==> config.mk <==
export PLATFORM = sky130hd
export DESIGN_NAME = gppds_ctrl
export DESIGN_NICKNAME = d
export VERILOG_FILES = /design/src/design/gppds_pkg.sv /design/src/design/gppds_ctrl.sv
export SDC_FILE = /design/constraint.sdc
export NUM_CORES = 1
export LEC_CHECK = 0
export ABC_AREA = 1
export BUFFER_PORTS_ARGS = -buffer_cell sky130_fd_sc_hd__clkbuf_2
export CAP_MARGIN = 10
export CORE_AREA = 2 2 39 41
export DETAILED_ROUTE_END_ITERATION = 12
export DIE_AREA = 0 0 41 43
export MAX_ROUTING_LAYER = met4
export PLACE_DENSITY = 0.59
export SLEW_MARGIN = 40
export SYNTH_ARGS = -nofsm -noshare
export SYNTH_HDL_FRONTEND = slang
export SYNTH_SLANG_ARGS = --single-unit
==> constraint.sdc <==
create_clock -name clk -period 1.48 [get_ports clk]
set_input_delay 0.296 -clock clk [delete_from_list [all_inputs] [get_ports clk]]
set_output_delay 0.296 -clock clk [all_outputs]
set_load 0.02 [all_outputs]
==> src/design/gppds_pkg.sv <==
// Shared types and constants for the greedy peak picker with disc suppression.
`default_nettype none

package gppds_pkg;

  localparam int COLS_W   = 10;
  localparam int ROWS_W   = 10;
  localparam int PICKS_W  = 7;
  localparam int RAD_W    = 9;
  localparam int CFG_W    = 10;
  localparam int CFG_IDXW = 2;
  localparam int PIX_W    = 8;
  localparam int COORD_W  = 9;
  localparam int RSQ_W    = 2 * RAD_W;
  localparam int SUM_W    = RSQ_W + 1;

  localparam logic [CFG_IDXW-1:0] REG_COLS   = 2'd0;
  localparam logic [CFG_IDXW-1:0] REG_ROWS   = 2'd1;
  localparam logic [CFG_IDXW-1:0] REG_PICKS  = 2'd2;
  localparam logic [CFG_IDXW-1:0] REG_RADIUS = 2'd3;

  localparam logic [COLS_W-1:0]  COLS_RST   = 10'd512;
  localparam logic [ROWS_W-1:0]  ROWS_RST   = 10'd512;
  localparam logic [PICKS_W-1:0] PICKS_RST  = 7'd1;
  localparam logic [RAD_W-1:0]   RADIUS_RST = 9'd20;

  localparam logic CMD_LOAD  = 1'b0;
  localparam logic CMD_START = 1'b1;

  typedef struct packed {
    logic             cmd;
    logic [PIX_W-1:0] pixel_value;
  } in_t;

  typedef struct packed {
    logic [COORD_W-1:0] peak_x;
    logic [COORD_W-1:0] peak_y;
    logic               found;
    logic               last;
  } out_t;

  // controller -> datapath
  typedef struct packed {
    logic load;
    logic start_run;
    logic scan_step;
    logic emit;
    logic next_pick;
    logic disc_set0;
    logic disc_set1;
    logic disc_row;
    logic disc_step;
  } cmd_t;

  // datapath -> controller
  typedef struct packed {
    logic total_ok;
    logic scan_end;
    logic found;
    logic last_pick;
    logic out_free;
    logic row_end;
    logic disc_end;
  } stat_t;

endpackage

`default_nettype wire

==> src/design/gppds_ctrl.sv <==
// Controller: sequences loads, pick scans, result hand-off and disc sweeps.
`default_nettype none

module gppds_ctrl (
  input  wire logic              clk,
  input  wire logic              rst,
  input  wire logic              in_valid,
  input  wire logic              in_cmd,
  output logic                   in_stall,
  input  wire gppds_pkg::stat_t  stat,
  output gppds_pkg::cmd_t        cmd
);

  localparam logic [3:0] S_IDLE   = 4'd0;
  localparam logic [3:0] S_SCAN   = 4'd1;
  localparam logic [3:0] S_SDRAIN = 4'd2;
  localparam logic [3:0] S_EMIT   = 4'd3;
  localparam logic [3:0] S_DSET0  = 4'd4;
  localparam logic [3:0] S_DSET1  = 4'd5;
  localparam logic [3:0] S_DROW   = 4'd6;
  localparam logic [3:0] S_DRUN   = 4'd7;
  localparam logic [3:0] S_DDRAIN = 4'd8;

  logic [3:0] state;
  logic [3:0] state_next;
  logic       take;

  assign in_stall = !((state == S_IDLE) && stat.total_ok);
  assign take     = in_valid && !in_stall;

  always_comb begin
    state_next = state;
    cmd        = '0;
    unique case (state)
      S_IDLE: begin
        if (take) begin
          if (in_cmd == gppds_pkg::CMD_START) begin
            cmd.start_run = 1'b1;
            state_next    = S_SCAN;
          end else begin
            cmd.load = 1'b1;
          end
        end
      end
      S_SCAN: begin
        cmd.scan_step = 1'b1;
        if (stat.scan_end) begin
          state_next = S_SDRAIN;
        end
      end
      S_SDRAIN: begin
        state_next = S_EMIT;
      end
      S_EMIT: begin
        if (stat.out_free) begin
          cmd.emit = 1'b1;
          if (stat.last_pick) begin
            state_next = S_IDLE;
          end else if (stat.found) begin
            state_next = S_DSET0;
          end else begin
            cmd.next_pick = 1'b1;
            state_next    = S_SCAN;
          end
        end
      end
      S_DSET0: begin
        cmd.disc_set0 = 1'b1;
        state_next    = S_DSET1;
      end
      S_DSET1: begin
        cmd.disc_set1 = 1'b1;
        state_next    = S_DROW;
      end
      S_DROW: begin
        cmd.disc_row = 1'b1;
        state_next   = S_DRUN;
      end
      S_DRUN: begin
        cmd.disc_step = 1'b1;
        if (stat.row_end) begin
          state_next = stat.disc_end ? S_DDRAIN : S_DROW;
        end
      end
      S_DDRAIN: begin
        // last mask write lands this cycle
        cmd.next_pick = 1'b1;
        state_next    = S_SCAN;
      end
      default: begin
        state_next = S_IDLE;
      end
    endcase
  end

  always_ff @(posedge clk) begin
    if (rst) begin
      state <= S_IDLE;
    end else begin
      state <= state_next;
    end
  end

endmodule

`default_nettype wire

# [Yosys cells after proc, flatten, opt, wreduce, memory -nomap -nowiden]
# Cells that the tools add are included.
[classes] eq_ne=13 mux=23 reduce_logical=5
[op_table] cell="case mux 4 bit (9 select lines)" count=1
[op_table] cell="two-way mux 4 bit" count=7
[op_table] cell="equality test 4 x 3 -> 1 bit (second input constant)" count=4
[op_table] cell="two-way mux 1 bit" count=10
[op_table] cell="inequality test 2 bit (second input constant)" count=5
[op_table] cell="equality test 4 x 2 -> 1 bit (second input constant)" count=2
[op_table] cell="two-way mux 2 bit" count=3
[op_table] cell="AND reduction 5 bit" count=1
[op_table] cell="equality test 4 x 1 -> 1 bit (second input constant)" count=1
[op_table] cell="equality test 4 bit (second input constant)" count=1
[op_table] cell="zero test 4 bit" count=1
[op_table] cell="two-way mux 3 bit" count=1
[op_table] cell="logical AND 1 bit" count=2
[op_table] cell="case mux 1 bit (2 select lines)" count=1
[op_table] cell="zero test 1 bit" count=1
[word_totals] register_bits=4 inputBits=11 word_cells=42

# [Depth between registers and ports, before layout]
[depth] word_depth=5 depth_mapped=9

# [Least setup slack after synthesis]
# Ideal clock, no wire load.
[synth_path] path_type="flip-flop to output port" from="register state[1]" to="output cmd[4] (netlist name)" t_arrival_ns=1.186 required_ns=1.184 slack_ns=-0.002 stages_incl_launch_ff=5 path_buffers=0 path_cell_list="dfxtp_1 > nand2_2 > nor2_1 > nand2_1 > o21ai_0"
[synth_lines] element="start: declaration" line="gppds_ctrl.sv:24" rtl="logic [3:0] state;"
[synth_lines] element="start signal: assignment" line="gppds_ctrl.sv:100" rtl="state <= state_next;"
[synth_lines] element="end: declaration" line="gppds_ctrl.sv:11" rtl="output gppds_pkg::cmd_t cmd"

==> impl_metrics.yaml <==
clock_network:
  cts_num_sinks: 4
  cts_made_buffers: 3
  clock_latency_ns: 0.23
  cts_tree: "done"
  path_clk_slew_ns: 0.03
  root_buffer: "clkbuf_4"
  htree_levels: 1
  clock_path_buffers: 2
  cts_hold_buf: 0
hold_path:
  hold_start: "rst"
  hold_path.class: "in2reg"
  whs_path_depth: 2
  hold_end: "state[1]"
timing:
  fin_skew_ns: 0.00266
  setup_violations: 0
  setup-tns-final_ns: 0
  drv_slew: 0
  finalWorstSetupSlack_ns: 0.00461
  max_freq_ghz: 0.678
  period_minus_slack_ns: 1.48
  finalCritPeriodShare_pct: 99.7
  hold_viol: 0
  rsz0062_at_grt: "true"
  slew-limit-headroom_pct: 82.7
  worst_pin_slew_ns: 0.259
cells_and_area:
  regMostFlops: "state"
  layoutNonFillerInstCount: 121
  reg_top3: "state x4"
  fin_area_um2: 697
  nets: 118
  drive_gt1_share_pct: 56.2
  synthToLayoutAreaGrowth_pct: 84.4
  largest_reg_flops: 4
  n_antenna_cell: 0
setup_path:
  cp-end-kind: "output port"
  critPathLaunchType: "flop"
  required_ns: 1.18
  slowest_stage: "dfxtp_4"
  path_max_fanout: 5
  cp_cell_sequence: "inv_4 -> nand2_4 -> nor2_4 -> nand3_2 -> nor2_1 -> buf_4"
  worstRegToRegCells: 9
  critPathKind: "reg2out"
  arrival_ns: 1.18
  r2r_start: "state[3]"
  r2r_slack_ns: 0.15
  reg2reg_to: "state[0]"
  critical-path-max-stage-delay_ns: 0.36
detailed_routing:
  ant_nets: 0
  first_pass_iters: 4
  drcViolationCount: 0
  viasPerCell: 4.70
  route.met2.wl_um: 650
  wl_met1_um: 480
  wl_per_cell_um: 10.1
  drt_iter0_markers: 9
  dr_total_vias: 569
  wl_met3_um: 63
  top_layer_used: "met4"
  drt_wl_total_um: 1230
synthesis:
  synthesis.area_um2: 378
  syn-num-nets: 81
  synthArstFlopShare_pct: 0
  synth_area_leaders: "dfxtp_1, nor2_1, nand2_1, inv_1, nand3_1"
  netlist.top_cell.by_area: "dfxtp_1"
  synth_edf_count: 0
  avgSynthCellArea_um2: 5.40
  synthFlopType: "dfxtp_1"
  ys_warn_count: 0
  syn-instance-count: 70
  ys_seq_area_share_pct: 21.2
  synth.distinct_cells: 14
  synthMostInstantiatedCell: "nor2_1"
  ys_ff_latch: 4
  synth_common_cells: "nor2_1, nand2_1, inv_1, nand3_1, nor3_1"
  synth_top_area_share_pct: 21.2
floorplanning:
  dieHeight_um: 43
  row_count: 14
  dieArea_mm2: 0.00176
  ios: 21
  initial_core_util_pct: 27.3
  die_x_um: 41
  core-area_mm2: 0.00138
global_routing:
  grt_pass1_wl_um: 1980
  grt_pass1_vias: 521
  grtUsageTotal_pct: 16.2
  grt_antenna_before_repair: 0
  grt_remaining_overflow: 0
  grt_max_degree: 7
pwr:
  power_density_mw_per_mm2: 1360
  vdd_drop_max_uv: 612
  design_power_total_mw: 0.950
  leakage_nw: 0.391
placed_design:
  dp_worst_setup_slack_ns: 0.0635
  port_buffers: 20
  placed_area_um2: 505
  routabilityCongestion: 0.868
  placed_cells: 107
  dp_hpwl_um: 862
outcome:
  status: "completed"
flow_run:
  max_cap_violations: 0
area by class of cell:
cell class                 instances  area, um^2
multi-input combinational         53         299
fill                             142         687
inverter                          13        53.8
sequential                         4        90.1
timing repair buffer              32         211
clock buffer                       3        22.5
tap                               16        20.0
layout by cell type (no fill, tap or decap):
| cell | count |
|---|---|
| nor3_2 | 3 |
| buf_6 | 1 |
| nand2_4 | 3 |
| a21oi_1 | 2 |
| o21ai_1 | 1 |
| buf_2 | 3 |
| nand2_1 | 12 |
| nand3_1 | 8 |
| nor2_1 | 11 |
| nor3_1 | 2 |
| nand3_2 | 1 |
| nand3b_1 | 1 |
| buf_4 | 17 |
| dfxtp_2 | 2 |
| inv_4 | 2 |
| inv_1 | 9 |
| inv_2 | 2 |
| nor2_2 | 4 |
| nor2_4 | 2 |
| nand2_2 | 3 |
| dfxtp_4 | 2 |
| clkbuf_2 | 10 |
| clkbuf_4 | 4 |
power by group:
group | total [mW] | internal [mW] | switching, mW
logic | 0.636 | 0.277 | 0.359
registers | 0.185 | 0.142 | 0.0430
clock network | 0.129 | 0.0903 | 0.0390
how the worst max path moves through the flow:
stage	to	slack (ns)	start
6_report	cmd[8]	0.005	state[0]
5_1_grt	cmd[8]	-0.07	state[0]
4_1_cts	cmd[4]	-0.01	state[3]
3_5_place_dp	cmd[4]	0.06	state[1]
3_3_place_gp	cmd[4]	0.09	state[2]
2_1_floorplan	cmd[1]	0.09	state[2]
timing repair:
action / CTS / global route
setup buffers: 9 / 2
hold endpoints to repair: 0 / 0
setup endpoints to repair: 7 / 9
cloned: 0 / 0
resized for setup: 25 / 15
pin swaps: 4 / 5
cells by family (layout without fill, tap and decap cells):
family                 Yosys count  count (layout)  synth area share (%)
AND/OR/NAND/NOR                 50              50                  61.9
buffers and inverters           13              48                  12.9
flip-flops                       4               4                  21.2
AO/OA/AOI/OAI                    3               3                  3.97
worst max-delay path: cells and delay by family, from the launching register on:
kind | cells | cell delay (ns)
DFF | 1 | 0.36
and+or+nand+nor | 4 | 0.36
buffers and inverters | 2 | 0.22
layer usage:
metal | GRT usage (%) | vias up
li1 | - | 290
met1 | 18.9 | 257
met2 | 25.9 | 18
met3 | 2.09 | 4
met4 | 8.00 | 0
met5 | - | -
per-stage QoR:
| step | hold WS (ns) | util (%) |
|---|---|---|
| after floorplan | 0.365 | - |
| after global placement | 0.494 | 36.5 |
| after CTS | 0.247 | 47.9 |
| final | 0.252 | 50.4 |
| after detailed placement | 0.495 | 36.5 |
| after global routing | 0.257 | 50.4 |
Note: power is estimated with default switching activity, not from simulation.
